File: config.mk
export PLATFORM = sky130hd
export DESIGN_NAME = midpoint_circle_rasterizer_unit
export DESIGN_NICKNAME = d
export VERILOG_FILES = /design/src/sv/mcr_pkg.sv /design/src/sv/midpoint_circle_rasterizer_unit.sv /design/src/sv/mcr_front.sv /design/src/sv/mcr_queue.sv /design/src/sv/mcr_back.sv
export SDC_FILE = /design/constraint.sdc
export NUM_CORES = 1
export LEC_CHECK = 0
export BUFFER_PORTS_ARGS = -buffer_cell sky130_fd_sc_hd__buf_2
export CAP_MARGIN = 20
export CORE_ASPECT_RATIO = 2
export CORE_MARGIN = 2
export CORE_UTILIZATION = 40
export CTS_CLUSTER_DIAMETER = 40
export DETAILED_ROUTE_END_ITERATION = 7
export GPL_ROUTABILITY_DRIVEN = 0
export HOLD_SLACK_MARGIN = 0.1
export SKIP_LAST_GASP = 1
export SYNTH_ARGS = -nofsm -noshare
export SYNTH_HDL_FRONTEND = slang
export SYNTH_SLANG_ARGS = --single-unit
File: constraint.sdc
create_clock -name aclk -period 8.5 [get_ports aclk]
set_input_delay 0.85 -clock aclk [delete_from_list [all_inputs] [get_ports aclk]]
set_output_delay 0.85 -clock aclk [all_outputs]
set_load 0.05 [all_outputs]
File: src/sv/mcr_pkg.sv
// Shared types and constants of the midpoint circle rasterizer.
// Used by every module of the block; depends on nothing.
`default_nettype none

package mcr_pkg;

    localparam int MAX_DIMENSION = 4096;
    localparam int DIM_W         = 13;
    localparam int OFS_W         = 13;
    localparam int CTR_W         = 14;
    localparam int RAD_W         = 12;
    localparam int DEC_W         = 20;
    localparam int COLOR_W       = 32;
    localparam int ADDR_W        = 24;
    localparam int PT_W          = 16;
    localparam int ROWCOL_W      = 12;
    localparam int S_DATA_W      = 72;
    localparam int M_DATA_W      = 56;
    localparam int M_USER_W      = 2;
    localparam int CFG_IDX_W     = 1;
    localparam int QUEUE_DEPTH   = 4;
    localparam int QPTR_W        = $clog2(QUEUE_DEPTH);
    localparam int QCNT_W        = $clog2(QUEUE_DEPTH + 1);
    localparam int NUM_POINTS    = 8;
    localparam int PIDX_W        = $clog2(NUM_POINTS);

    localparam logic [DEC_W-1:0] DEC_INIT  = DEC_W'(3);
    localparam logic [DEC_W-1:0] STEP_DIAG = DEC_W'(10);
    localparam logic [DEC_W-1:0] STEP_SIDE = DEC_W'(6);

    localparam logic FUNC_START   = 1'b0;
    localparam logic FUNC_ADVANCE = 1'b1;

    localparam logic [CFG_IDX_W-1:0] REG_FRAME_WIDTH  = CFG_IDX_W'(0);
    localparam logic [CFG_IDX_W-1:0] REG_FRAME_HEIGHT = CFG_IDX_W'(1);

    localparam logic [DIM_W-1:0] WIDTH_RESET  = DIM_W'(640);
    localparam logic [DIM_W-1:0] HEIGHT_RESET = DIM_W'(480);
    localparam logic [DIM_W-1:0] DIM_LIMIT    = DIM_W'(MAX_DIMENSION);

    typedef struct packed {
        logic                     fin;
        logic signed [OFS_W-1:0]  ofs_a;
        logic signed [OFS_W-1:0]  ofs_b;
        logic signed [CTR_W-1:0]  cx;
        logic signed [CTR_W-1:0]  cy;
        logic [COLOR_W-1:0]       color;
    } job_t;

endpackage

`default_nettype wire

File: src/sv/midpoint_circle_rasterizer_unit.sv
// Top level of the midpoint circle rasterizer: frame registers, front end,
// job queue and point generator. Depends on mcr_pkg, mcr_front, mcr_queue, mcr_back.
//
//  Channel  Direction  Handshake          Contents
//  s_       in         s_tvalid/s_tready  start or advance request
//  m_       out        m_tvalid/m_tready  one pixel write per point
//  cfg_     in         cfg_wr_en          frame width and height registers
//
// Each start or advance request gives eight results, and an advance on a finished
// circle gives one; the point generator emits one result per cycle while the
// output is not stalled, which sets the rate. A request waits in the job queue,
// and each result passes the stage-one and output registers. Reset is synchronous
// and clears all control state at once; there is no clearing pass. A four-entry
// job queue lets the front end take requests while the output is stalled.
`default_nettype none

module midpoint_circle_rasterizer_unit (
    input  wire logic                            aclk,
    input  wire logic                            aresetn,
    input  wire logic                            s_tvalid,
    output logic                                 s_tready,
    // center_x[13:0], center_y[27:14], radius[39:28], color[71:40]
    input  wire logic [mcr_pkg::S_DATA_W-1:0]    s_tdata,
    // func[0]
    input  wire logic                            s_tuser,
    output logic                                 m_tvalid,
    input  wire logic                            m_tready,
    // pixel_address[23:0], pixel_color[55:24]
    output logic [mcr_pkg::M_DATA_W-1:0]         m_tdata,
    // write_enable[0], finished[1]
    output logic [mcr_pkg::M_USER_W-1:0]         m_tuser,
    output logic                                 m_tlast,
    input  wire logic                            cfg_wr_en,
    input  wire logic [mcr_pkg::CFG_IDX_W-1:0]   cfg_index,
    input  wire logic [mcr_pkg::DIM_W-1:0]       cfg_wdata
);

    logic [mcr_pkg::DIM_W-1:0] width_reg, height_reg;
    logic                      q_full, q_empty, q_push, q_pop;
    mcr_pkg::job_t             push_job, head_job;

    always_ff @(posedge aclk) begin
        if (!aresetn) begin
            width_reg  <= mcr_pkg::WIDTH_RESET;
            height_reg <= mcr_pkg::HEIGHT_RESET;
        end else if (cfg_wr_en) begin
            case (cfg_index)
                mcr_pkg::REG_FRAME_WIDTH:  width_reg  <= cfg_wdata;
                mcr_pkg::REG_FRAME_HEIGHT: height_reg <= cfg_wdata;
                default: begin
                    width_reg <= width_reg;
                end
            endcase
        end
    end

    mcr_front u_front (
        .aclk     (aclk),
        .aresetn  (aresetn),
        .in_valid (s_tvalid),
        .in_func  (s_tuser),
        .in_data  (s_tdata),
        .q_full   (q_full),
        .in_ready (s_tready),
        .job_push (q_push),
        .job      (push_job)
    );

    mcr_queue u_queue (
        .aclk     (aclk),
        .aresetn  (aresetn),
        .push     (q_push),
        .push_job (push_job),
        .pop      (q_pop),
        .full     (q_full),
        .empty    (q_empty),
        .head     (head_job)
    );

    mcr_back u_back (
        .aclk         (aclk),
        .aresetn      (aresetn),
        .frame_width  (width_reg),
        .frame_height (height_reg),
        .q_empty      (q_empty),
        .job          (head_job),
        .q_pop        (q_pop),
        .m_tvalid     (m_tvalid),
        .m_tready     (m_tready),
        .m_tdata      (m_tdata),
        .m_tuser      (m_tuser),
        .m_tlast      (m_tlast)
    );

endmodule

`default_nettype wire

File: src/sv/mcr_front.sv
// Front end: accepts start and advance requests, keeps the circle state and
// issues one point-set job per request. Depends on mcr_pkg.
`default_nettype none

module mcr_front (
    input  wire logic                          aclk,
    input  wire logic                          aresetn,
    input  wire logic                          in_valid,
    input  wire logic                          in_func,
    input  wire logic [mcr_pkg::S_DATA_W-1:0]  in_data,
    input  wire logic                          q_full,
    output logic                               in_ready,
    output logic                               job_push,
    output mcr_pkg::job_t                      job
);

    logic signed [mcr_pkg::OFS_W-1:0] ofs_x_reg, ofs_x_next;
    logic signed [mcr_pkg::OFS_W-1:0] ofs_y_reg, ofs_y_next;
    logic signed [mcr_pkg::DEC_W-1:0] dec_reg, dec_next;
    logic signed [mcr_pkg::CTR_W-1:0] cx_reg, cx_next;
    logic signed [mcr_pkg::CTR_W-1:0] cy_reg, cy_next;
    logic [mcr_pkg::COLOR_W-1:0]      color_reg, color_next;
    logic                             active_reg, active_next;

    logic signed [mcr_pkg::CTR_W-1:0] in_cx, in_cy;
    logic [mcr_pkg::RAD_W-1:0]        in_rad;
    logic [mcr_pkg::COLOR_W-1:0]      in_color;
    logic                             take;
    logic signed [mcr_pkg::OFS_W-1:0] x1, y1;
    logic signed [mcr_pkg::DEC_W-1:0] x1_w, y1_w;

    assign in_cx    = in_data[13:0];
    assign in_cy    = in_data[27:14];
    assign in_rad   = in_data[39:28];
    assign in_color = in_data[71:40];

    assign in_ready = !q_full;
    assign take     = in_valid && in_ready;
    assign job_push = take;

    assign x1   = ofs_x_reg + mcr_pkg::OFS_W'(1);
    assign y1   = ofs_y_reg - mcr_pkg::OFS_W'(1);
    assign x1_w = mcr_pkg::DEC_W'(x1);
    assign y1_w = mcr_pkg::DEC_W'(y1);

    always_comb begin
        ofs_x_next  = ofs_x_reg;
        ofs_y_next  = ofs_y_reg;
        dec_next    = dec_reg;
        cx_next     = cx_reg;
        cy_next     = cy_reg;
        color_next  = color_reg;
        active_next = active_reg;
        job.fin     = 1'b0;
        if (take) begin
            case (in_func)
                mcr_pkg::FUNC_START: begin
                    cx_next     = in_cx;
                    cy_next     = in_cy;
                    color_next  = in_color;
                    ofs_x_next  = '0;
                    ofs_y_next  = {1'b0, in_rad};
                    dec_next    = mcr_pkg::DEC_INIT - {7'b0, in_rad, 1'b0};
                    active_next = 1'b1;
                end
                mcr_pkg::FUNC_ADVANCE: begin
                    if (!active_reg || (ofs_y_reg < ofs_x_reg)) begin
                        active_next = 1'b0;
                        job.fin     = 1'b1;
                    end else begin
                        ofs_x_next = x1;
                        if (dec_reg > 0) begin
                            ofs_y_next = y1;
                            dec_next   = dec_reg + ((x1_w - y1_w) <<< 2) + mcr_pkg::STEP_DIAG;
                        end else begin
                            dec_next   = dec_reg + (x1_w <<< 2) + mcr_pkg::STEP_SIDE;
                        end
                    end
                end
                default: begin
                    active_next = active_reg;
                end
            endcase
        end
        job.ofs_a = ofs_x_next;
        job.ofs_b = ofs_y_next;
        job.cx    = cx_next;
        job.cy    = cy_next;
        job.color = color_next;
    end

    always_ff @(posedge aclk) begin
        if (!aresetn) begin
            ofs_x_reg  <= '0;
            ofs_y_reg  <= '0;
            dec_reg    <= '0;
            cx_reg     <= '0;
            cy_reg     <= '0;
            color_reg  <= '0;
            active_reg <= 1'b0;
        end else begin
            ofs_x_reg  <= ofs_x_next;
            ofs_y_reg  <= ofs_y_next;
            dec_reg    <= dec_next;
            cx_reg     <= cx_next;
            cy_reg     <= cy_next;
            color_reg  <= color_next;
            active_reg <= active_next;
        end
    end

endmodule

`default_nettype wire

File: src/sv/mcr_queue.sv
// Short job queue between the front end and the point generator.
// Depends on mcr_pkg for the job type and depth.
`default_nettype none

module mcr_queue (
    input  wire logic          aclk,
    input  wire logic          aresetn,
    input  wire logic          push,
    input  wire mcr_pkg::job_t push_job,
    input  wire logic          pop,
    output logic               full,
    output logic               empty,
    output mcr_pkg::job_t      head
);

    mcr_pkg::job_t mem [mcr_pkg::QUEUE_DEPTH];

    logic [mcr_pkg::QPTR_W-1:0] wr_ptr_reg, wr_ptr_next;
    logic [mcr_pkg::QPTR_W-1:0] rd_ptr_reg, rd_ptr_next;
    logic [mcr_pkg::QCNT_W-1:0] count_reg, count_next;
    logic                       do_push, do_pop;

    assign full    = (count_reg == mcr_pkg::QCNT_W'(mcr_pkg::QUEUE_DEPTH));
    assign empty   = (count_reg == '0);
    assign do_push = push && !full;
    assign do_pop  = pop && !empty;
    assign head    = mem[rd_ptr_reg];

    always_comb begin
        wr_ptr_next = do_push ? wr_ptr_reg + mcr_pkg::QPTR_W'(1) : wr_ptr_reg;
        rd_ptr_next = do_pop ? rd_ptr_reg + mcr_pkg::QPTR_W'(1) : rd_ptr_reg;
        count_next  = count_reg + mcr_pkg::QCNT_W'(do_push) - mcr_pkg::QCNT_W'(do_pop);
    end

    always_ff @(posedge aclk) begin
        if (do_push) begin
            mem[wr_ptr_reg] <= push_job;
        end
    end

    always_ff @(posedge aclk) begin
        if (!aresetn) begin
            wr_ptr_reg <= '0;
            rd_ptr_reg <= '0;
            count_reg  <= '0;
        end else begin
            wr_ptr_reg <= wr_ptr_next;
            rd_ptr_reg <= rd_ptr_next;
            count_reg  <= count_next;
        end
    end

endmodule

`default_nettype wire

File: src/sv/mcr_back.sv
// Back end: walks the eight symmetric points of each job, clips them to the
// frame and forms the linear address in a two-stage pipeline. Depends on mcr_pkg.
`default_nettype none

module mcr_back (
    input  wire logic                          aclk,
    input  wire logic                          aresetn,
    input  wire logic [mcr_pkg::DIM_W-1:0]     frame_width,
    input  wire logic [mcr_pkg::DIM_W-1:0]     frame_height,
    input  wire logic                          q_empty,
    input  wire mcr_pkg::job_t                 job,
    output logic                               q_pop,
    output logic                               m_tvalid,
    input  wire logic                          m_tready,
    output logic [mcr_pkg::M_DATA_W-1:0]       m_tdata,
    output logic [mcr_pkg::M_USER_W-1:0]       m_tuser,
    output logic                               m_tlast
);

    logic [mcr_pkg::PIDX_W-1:0]       idx_reg, idx_next;
    logic                             out_ok, s1_ok, gen, pt_last, pt_in;
    logic [mcr_pkg::DIM_W-1:0]        w_lim, h_lim;
    logic signed [mcr_pkg::PT_W-1:0]  sp, sq, col, row;

    logic                             s1_valid_reg;
    logic                             s1_we_reg, s1_last_reg, s1_fin_reg;
    logic [mcr_pkg::ROWCOL_W-1:0]     s1_row_reg, s1_col_reg;
    logic [mcr_pkg::COLOR_W-1:0]      s1_color_reg;

    logic                             out_valid_reg;
    logic                             out_we_reg, out_last_reg, out_fin_reg;
    logic [mcr_pkg::ADDR_W-1:0]       out_addr_reg;
    logic [mcr_pkg::COLOR_W-1:0]      out_color_reg;
    logic [mcr_pkg::ROWCOL_W+mcr_pkg::DIM_W-1:0] prod;

    assign out_ok = !out_valid_reg || m_tready;
    assign s1_ok  = !s1_valid_reg || out_ok;
    assign gen    = s1_ok && !q_empty;

    assign pt_last = job.fin || (idx_reg == mcr_pkg::PIDX_W'(mcr_pkg::NUM_POINTS - 1));
    assign q_pop   = gen && pt_last;

    always_comb begin
        idx_next = idx_reg;
        if (gen) begin
            idx_next = pt_last ? '0 : idx_reg + mcr_pkg::PIDX_W'(1);
        end
    end

    assign w_lim = (frame_width > mcr_pkg::DIM_LIMIT) ? mcr_pkg::DIM_LIMIT : frame_width;
    assign h_lim = (frame_height > mcr_pkg::DIM_LIMIT) ? mcr_pkg::DIM_LIMIT : frame_height;

    // Bit 2 of the point index swaps the offsets, bit 0 negates the column
    // term and bit 1 negates the row term.
    always_comb begin
        sp  = mcr_pkg::PT_W'(idx_reg[2] ? job.ofs_b : job.ofs_a);
        sq  = mcr_pkg::PT_W'(idx_reg[2] ? job.ofs_a : job.ofs_b);
        col = mcr_pkg::PT_W'(job.cx) + (idx_reg[0] ? -sp : sp);
        row = mcr_pkg::PT_W'(job.cy) + (idx_reg[1] ? -sq : sq);
        pt_in = !job.fin && !col[mcr_pkg::PT_W-1] && !row[mcr_pkg::PT_W-1]
                && (col[mcr_pkg::PT_W-2:0] < (mcr_pkg::PT_W-1)'(w_lim))
                && (row[mcr_pkg::PT_W-2:0] < (mcr_pkg::PT_W-1)'(h_lim));
    end

    assign prod = s1_row_reg * w_lim;

    always_ff @(posedge aclk) begin
        if (s1_ok) begin
            s1_we_reg    <= pt_in;
            s1_row_reg   <= row[mcr_pkg::ROWCOL_W-1:0];
            s1_col_reg   <= col[mcr_pkg::ROWCOL_W-1:0];
            s1_color_reg <= job.color;
            s1_last_reg  <= pt_last;
            s1_fin_reg   <= job.fin;
        end
        if (out_ok) begin
            out_we_reg    <= s1_we_reg;
            out_addr_reg  <= s1_we_reg
                ? prod[mcr_pkg::ADDR_W-1:0] + mcr_pkg::ADDR_W'(s1_col_reg) : '0;
            out_color_reg <= s1_color_reg;
            out_last_reg  <= s1_last_reg;
            out_fin_reg   <= s1_fin_reg;
        end
    end

    always_ff @(posedge aclk) begin
        if (!aresetn) begin
            idx_reg       <= '0;
            s1_valid_reg  <= 1'b0;
            out_valid_reg <= 1'b0;
        end else begin
            idx_reg <= idx_next;
            if (s1_ok) begin
                s1_valid_reg <= gen;
            end
            if (out_ok) begin
                out_valid_reg <= s1_valid_reg;
            end
        end
    end

    assign m_tvalid = out_valid_reg;
    assign m_tdata  = {out_color_reg, out_addr_reg};
    assign m_tuser  = {out_fin_reg, out_we_reg};
    assign m_tlast  = out_last_reg;

endmodule

`default_nettype wire

==> results of run 1 <==
-- per-layer routing --
layer	part of all wire	vias to the layer above
met5	0.00013	-
met4	0.046	2
met3	0.034	189
met2	0.56	446
met1	0.36	11030
li1	-	10747
-- per-stage QoR --
| step | total power [mW] | hold slack [ns] |
|---|---|---|
| floorplan | 9.93 | 0.400 |
| global placement | 11.8 | 0.402 |
| detailed placement | 11.9 | 0.405 |
| CTS | 15.2 | 0.408 |
| global route | 16.2 | 0.429 |
| finish | 15.0 | 0.406 |
-- critical path, stage by stage (launching register included) --
cell and delay (ns):
dfxtp_1 0.40, nor2b_1 0.78, nand2_1 0.18, fa_1 0.57
inv_1 0.06, fa_1 0.48, fa_1 0.46, fa_1 0.51
inv_1 0.05, fa_1 0.47, inv_1 0.04, ha_1 0.36
a21o_1 0.19, a21o_1 0.17, a21o_1 0.18, a21o_1 0.19
a211o_1 0.32, a2111oi_0 0.53, o311ai_0 0.23, o41ai_1 0.11
-- Yosys cell counts, types with 31 or more instances --
cell type,n
dfxtp_1,147
a21oi_1,159
clkbuf_1,71
fa_1,126
nand3_1,37
nand2_1,384
xor2_1,45
o21ai_0,66
edfxtp_1,466
mux2i_1,31
inv_1,265
xnor2_1,85
ha_1,228
mux4_2,85
nor2_1,123
and2_1,137
nor3_1,47
-- power by group --
| part | leakage [nW] | internal, mW | switching, mW |
|---|---|---|---|
| sequential | 5.76 | 3.93 | 0.377 |
| combinational | 8.88 | 3.00 | 4.48 |
| clock | 1.20 | 1.82 | 1.36 |
| total | 15.8 | 8.75 | 6.22 |
-- logic make-up (layout without fill, tap and decap cells) --
logic type,after synthesis,in the layout,synth area share
and+or+nand+nor,864,864,0.119
DFF,613,613,0.491
AOI/OAI and AO/OA,459,459,0.0852
buffers and inverters,374,575,0.0422
adders and majority gates,354,354,0.156
muxes,140,140,0.0735
xor gates and xnor gates,131,131,0.0335
other,0,2,0
-- layout make-up --
cell class	count	share of cell area
clock buffers	81	0.0477
flip-flops and latches	613	0.436
repair buffers	183	0.0255
clock inverters	45	0.0158
multi-input cells	1948	0.415
well taps	1078	0.0347
diodes	2	0.000129
inverters	266	0.0258
-- how the worst min path moves through the flow --
stage / start / to / slack (ns) / cells past startpoint
after floorplan: u_back.s1_last_reg / u_back.m_tlast / 0.40 / 0
after global placement: u_back.s1_color_reg[0] / u_back.out_color_reg[0] / 0.40 / 0
after detailed placement: u_back.s1_color_reg[28] / u_back.out_color_reg[28] / 0.40 / 0
after CTS: u_back.s1_color_reg[21] / u_back.out_color_reg[21] / 0.41 / 0
after global routing: u_back.s1_color_reg[26] / u_back.out_color_reg[26] / 0.43 / 0
final: u_back.s1_color_reg[21] / u_back.out_color_reg[21] / 0.41 / 0
-- placed cells by master (no fill, tap or decap), drive strengths merged, types with 12 or more instances in the layout --
| cell type | netlist | layout |
|---|---|---|
| mux2 | 20 | 20 |
| or3 | 21 | 21 |
| clkbuf | 71 | 81 |
| xor2 | 45 | 45 |
| o21ai | 86 | 86 |
| a21o | 25 | 25 |
| nand2b | 13 | 13 |
| o21a | 20 | 20 |
| mux2i | 33 | 33 |
| inv | 266 | 280 |
| and3 | 16 | 16 |
| and2 | 137 | 137 |
| clkinv | 0 | 23 |
| a211oi | 19 | 19 |
| a22o | 12 | 12 |
| buf | 37 | 183 |
| nand2 | 384 | 384 |
| mux4 | 87 | 87 |
| nor2b | 28 | 28 |
| ha | 228 | 228 |
| dfxtp | 147 | 147 |
| nor4 | 14 | 14 |
| a31oi | 18 | 18 |
| a21oi | 159 | 159 |
| fa | 126 | 126 |
| nor3 | 47 | 47 |
| edfxtp | 466 | 466 |
| nand3 | 37 | 37 |
| nor2 | 123 | 123 |
| xnor2 | 86 | 86 |
==> results.md, run 1 <==
* CP Launch Point: width_reg[12]
* Post-synthesis net count at between 3,000 and 4,000
* DRC viols at 0
* Antenna violations before repair at 2
* H-tree depth at 3
* WP data required at 8.96 ns
* Vias post-DR at roughly 22,000
* Post-CTS Setup Inserts at 0
* Storage cell area at about 0.017 mm^2
* Worst Hold Class: reg -> reg
* Post-Layout Inst Area at 0.0389 mm^2
* WP data arrival at 6.94 ns
* RSZ-0062 raised after global routing: false
* Vias in the first global route at between 20,000 and 25,000
* Clock input transition at the sequential cells of the worst setup and hold paths at about 0.06 ns
* Layout Cells excl Fill at between 4,000 and 5,000
* Worst reg-to-reg path cell count at 19
* Synth Register Bits at 613
* Global-route wire length before repair at 132,000 um
* Multi-input gate area at between 0.015 and 0.02 mm^2
* Max Clk Rate at ~150 MHz
* Chip Height at between 400 and 500 um
* Clock root buffer: clkbuf_16
* Final ANT Viol Nets at 0
* Layout Utilization at 0.455
* Wirelength, routed at ~85,000 um
* Area Growth Syn to Fin at 12.8%
* # port buffers at 152
* Synth Warn # at 0
* Max Cap Viol at 0
* Initial Utilization at 0.403
* Placed Instances at just over 4,000
* Die width at ~210 um
* CP Capture Point: u_back.out_addr_reg[21]
* Minimum clock period at 6.48 ns
* Number of nets in the layout at roughly 3,500
* Leakage at 15.8 nW
* IO Pins at between 150 and 200
* Final hold violation count at 0
* Ys async rst share at 0
* Pwr/cell area at 385 mW/mm^2
* Setup CP Type: reg -> reg
* Dpl cell area at approximately 0.036 mm^2
* Avg Vias per Cell at 5.32
* Global route hottest layer: met2
* Synth Area per Inst at between 10 and 15 um^2
* Worst reg-to-reg setup slack at between 2 and 2.5 ns
* Worst slew pin tran at 1.03 ns
* Cells after Synth at ~3,000
* Grt ovf at 0
* CTS tree: done
* Dpl hpwl at about 63,000 um
* Synth cell types at 87
* Setup TNS at 0 ns
* Pre-antenna DRT Iters at 6
* Top reg by flops: u_queue.mem
* Yosys top cell by area: edfxtp_1
* Slew headroom at 0.315
* Startpoint Class: flip-flop
* Clock Latency Late Sink at around 0.65 ns
* Die area at between 0.08 and 0.09 mm^2
* Synth top area cells: edfxtp_1, dfxtp_1, ha_1
* Met1 Usage GRT at 0.200
* Met3 Use GR at 0.0278
* Reg-to-Reg End: u_back.out_addr_reg[21]
* Filler instances at between 7,000 and 8,000
* Clock Skew at approximately 0.027 ns
* Core Area at 0.0856 mm^2
* Worst Setup End Kind: flip-flop
* Std cell rows at 152
* Outcome: finished, final reports clean
* Synth Flop Type: edfxtp_1
* Peak supply drop at ~0.22 mV
* Met2 Usage GRT at 0.387
* Final WS setup at 2.02 ns
* Pin count of the biggest net entering global routing at 66
* Clk sinks at about 610
* # resized after CTS at 0
* GRT Total Usage at 0.197
* Max FFs per register at approximately 350
* DRT iter0 DRCs at 1,026
* Hold buffer count at cts at 0
* Num CTS Buffers at 69
* Top cell type's share of synthesized area at 0.406
* Clock Tree Buf Depth at 3
* Final-report setup violation count at 0
* Critical path fanouts, max at 13
* Setup WS pre-CTS at 2.06 ns
* Cell Area, Synth at roughly 0.034 mm^2
* Routed len/inst at approximately 20 um
* Sequential fraction of the synthesis area at 0.491
* Max-slew violation count at 0
* Worst R2R Start: width_reg[12]
* Final Cycle Share at 0.763
* Number of flops mapped to enable cells by yosys at approximately 470
* Share of layout cells above drive strength 1 at 0.138
Note: power is estimated with default switching activity, not from simulation.
==> inputs of run 2 (changes only) <==
==> constraint.sdc (replaced) <==
create_clock -name aclk -period 5.5 [get_ports aclk]
set_input_delay 0.55 -clock aclk [delete_from_list [all_inputs] [get_ports aclk]]
set_output_delay 0.55 -clock aclk [all_outputs]
set_load 0.05 [all_outputs]
==> results.md, run 2 (synthesis results as in run 1) <==
* CP cell instances: buf_6 -> nor2b_4 -> buf_6 -> nand2_1 -> fa_1 -> inv_1 -> fa_1 -> fa_1 -> fa_1 -> inv_1 -> fa_1 -> inv_1 -> ha_2 -> a21o_1 -> a21o_1 -> a21o_1 -> a21o_1 -> a211o_4 -> a2111oi_4 -> o311ai_2 -> o41ai_2
* Filler instances at 7,770 (-1.8%)
* GRT Total Usage at 0.201 (+0.00369)
* Final ANT Viol Nets at 0 (unchanged)
* Setup CP Type: reg -> reg
* Worst reg-to-reg setup slack at -0.04 ns (-2.06 ns)
* RSZ-0062 raised after global routing: true
* Initial Utilization at 0.403 (unchanged)
* Buf/Inv on CP at 5 (+2)
* Worst hold stages at 3 (+3)
* DRC viols at 0 (unchanged)
* WP data required at 5.95 ns (-3.01 ns)
* Number of nets in the layout at 3,761 (+6.6%)
* Clock root buffer: clkbuf_16
* Share of layout cells above drive strength 1 at 0.226 (+0.0875)
* Peak supply drop at 0.674 mV (+210%)
* Worst reg-to-reg path cell count at 21 (+2)
* Cell mode on critical path: fa_1
* Slowest CP cell: fa_1
* Clock Latency Late Sink at 0.69 ns (+0.04 ns)
* HP Start: s_tdata[49]
* Top reg by flops: u_queue.mem
* Startpoint Class: flip-flop
* Core Area at 0.0856 mm^2 (unchanged)
* Leakage at 17.0 nW (+7.6%)
* Pre-antenna DRT Iters at 5 (-1)
* Avg Vias per Cell at 5.25 (-1.2%)
* Dpl cell area at 0.0381 mm^2 (+4.7%)
* Die area at 0.0887 mm^2 (unchanged)
* Std cell rows at 152 (unchanged)
* IO Pins at 153 (unchanged)
* Final WS setup at -0.0447 ns (-2.06 ns)
* Worst R2R Start: width_reg[12]
* Global-route wire length before repair at 136,000 um (+2.6%)
* Max Clk Rate at 180 MHz (+17%)
* Die width at 212 um (unchanged)
* # port buffers at 152 (unchanged)
* Hold EP: u_front.color_reg[9]
* Worst Setup End Kind: flip-flop
* Num CTS Buffers at 59 (-14%)
* Vias in the first global route at 24,938 (+4.0%)
* N_diodes at 0 (-2)
* WP data arrival at 6.00 ns (-0.94 ns)
* Worst Hold Class: in -> reg
* Wirelength, routed at 87,500 um (+2.5%)
* Max Cap Viol at 0 (unchanged)
* Final hold violation count at 0 (unchanged)
* Worst slew pin tran at 1.13 ns (+0.101 ns)
* DRT iter0 DRCs at 1,159 (+13%)
* Pwr/cell area at 642 mW/mm^2 (+67%)
* CTS tree: done
* Critical path's top delay family: adder cells
* Dpl hpwl at 65,600 um (+4.3%)
* Critical path fanouts, max at 8 (-5)
* Clock Skew at 0.0497 ns (+0.0225 ns)
* Reg-to-Reg End: u_back.out_addr_reg[21]
* Clk sinks at 613 (unchanged)
* Outcome: complete, but fails checks
* Violated checks: setup timing
* CP peak stage delay at 0.53 ns (-0.25 ns)
* Clock Tree Buf Depth at 3 (unchanged)
* Antenna violations before repair at 0 (-2)
* Pin count of the biggest net entering global routing at 70 (+6.1%)
* H-tree depth at 2 (-1)
* Final Cycle Share at 1.01 (+0.246)
* Area Growth Syn to Fin at 19.4%
* Max-slew violation count at 0 (unchanged)
* Commonest non-fill, non-tap cell in the layout: edfxtp_1
* Routed len/inst at 19.7 um (-2.8%)
* Grt ovf at 0 (unchanged)
* Most frequent cells in the layout: edfxtp_1, nand2_1, inv_1
* Post-Layout Inst Area at 0.0412 mm^2 (+5.8%)
* Final-report setup violation count at 4 (+4)
* Minimum clock period at 5.54 ns (-0.937 ns)
* Slew headroom at 0.247 (-0.0685)
* Clock input transition at the sequential cells of the worst setup and hold paths at 0.07 ns (about the same)
* Vias post-DR at 23,335 (+4.1%)
* Max FFs per register at 348 (unchanged)
* Setup TNS at -0.0810 ns (-0.0810 ns)
* Chip Height at 419 um (unchanged)
run 2: cell types whose count changed in the layout (fill, tap and decap cells not counted), sizes merged:
cell         delta
buf           +241
bufinv          +2
clkbuf         -14
clkinv          +1
clkinvlp        +4
diode           -2
dlygate4sd3     +3
inv             -8
run 2: metal layers:
layer,vias to the layer above,wire length [um],share of wire,GRT usage
li1,11200,-,-,-
met1,11542,31000,0.35,0.199
met2,419,50300,0.57,0.411
met3,174,2570,0.029,0.0198
met4,0,3700,0.042,0.0852
met5,-,0,0,0
run 2: per-stage QoR:
| stage | total power, mW | setup WS [ns] | hold slack (ns) | util | cells |
|---|---|---|---|---|---|
| 3_3_place_gp | 20.2 | -0.270 | 0.403 | 0.445 | 4307 |
| 2_1_floorplan | 15.4 | -0.000238 | 0.400 | - | 2935 |
| 4_1_cts | 26.0 | -0.113 | 0.100 | 0.478 | 4436 |
| 5_1_grt | 28.4 | -0.343 | 0.145 | 0.481 | 4443 |
| 3_5_place_dp | 20.4 | -0.376 | 0.405 | 0.445 | 4307 |
| 6_report | 26.4 | -0.0447 | 0.136 | 0.481 | 4443 |
run 2: what timing repair did:
item,4_1_cts,5_1_grt
endpoints found under the hold margin,3,0
hold buffers,3,0
pin swaps,58,16
resized for setup,98,42
buffers inserted,18,7
setup endpoints to repair,12,15
cloned,1,0
run 2: area by class of cell:
class,count,area [um^2],share of cell area
Timing Repair Buffer,427,2940,0.0715
Clock inverter,44,662,0.0161
Tap cell,1078,1350,0.0328
Inverter,266,1000,0.0243
Clock buffer,67,1580,0.0383
Multi-Input combinational cell,1948,16700,0.405
Sequential cell,613,16900,0.412
run 2: how the worst max path moves through the flow:
stage	to	from	slack [ns]	cells past startpoint
floorplan	u_back.out_addr_reg[16]	width_reg[12]	-0.0002	21
global placement	u_back.out_addr_reg[23]	width_reg[12]	-0.27	20
detailed placement	u_back.out_addr_reg[21]	width_reg[12]	-0.38	20
CTS	u_back.out_addr_reg[21]	width_reg[12]	-0.11	20
global route	u_back.s1_we_reg	flip-flop	-0.34	26
finish	u_back.out_addr_reg[21]	width_reg[12]	-0.04	21
run 2: power by group:
part	total [mW]	switching, mW	internal (mW)
combinational	15.4	8.37	7.05
sequential	6.49	0.423	6.07
clock	4.50	1.98	2.52
run 2: tightest hold or removal path, stage by stage:
cell	delay, ns
buf_2	0.10
nand2_1	0.07
a21oi_1	0.06
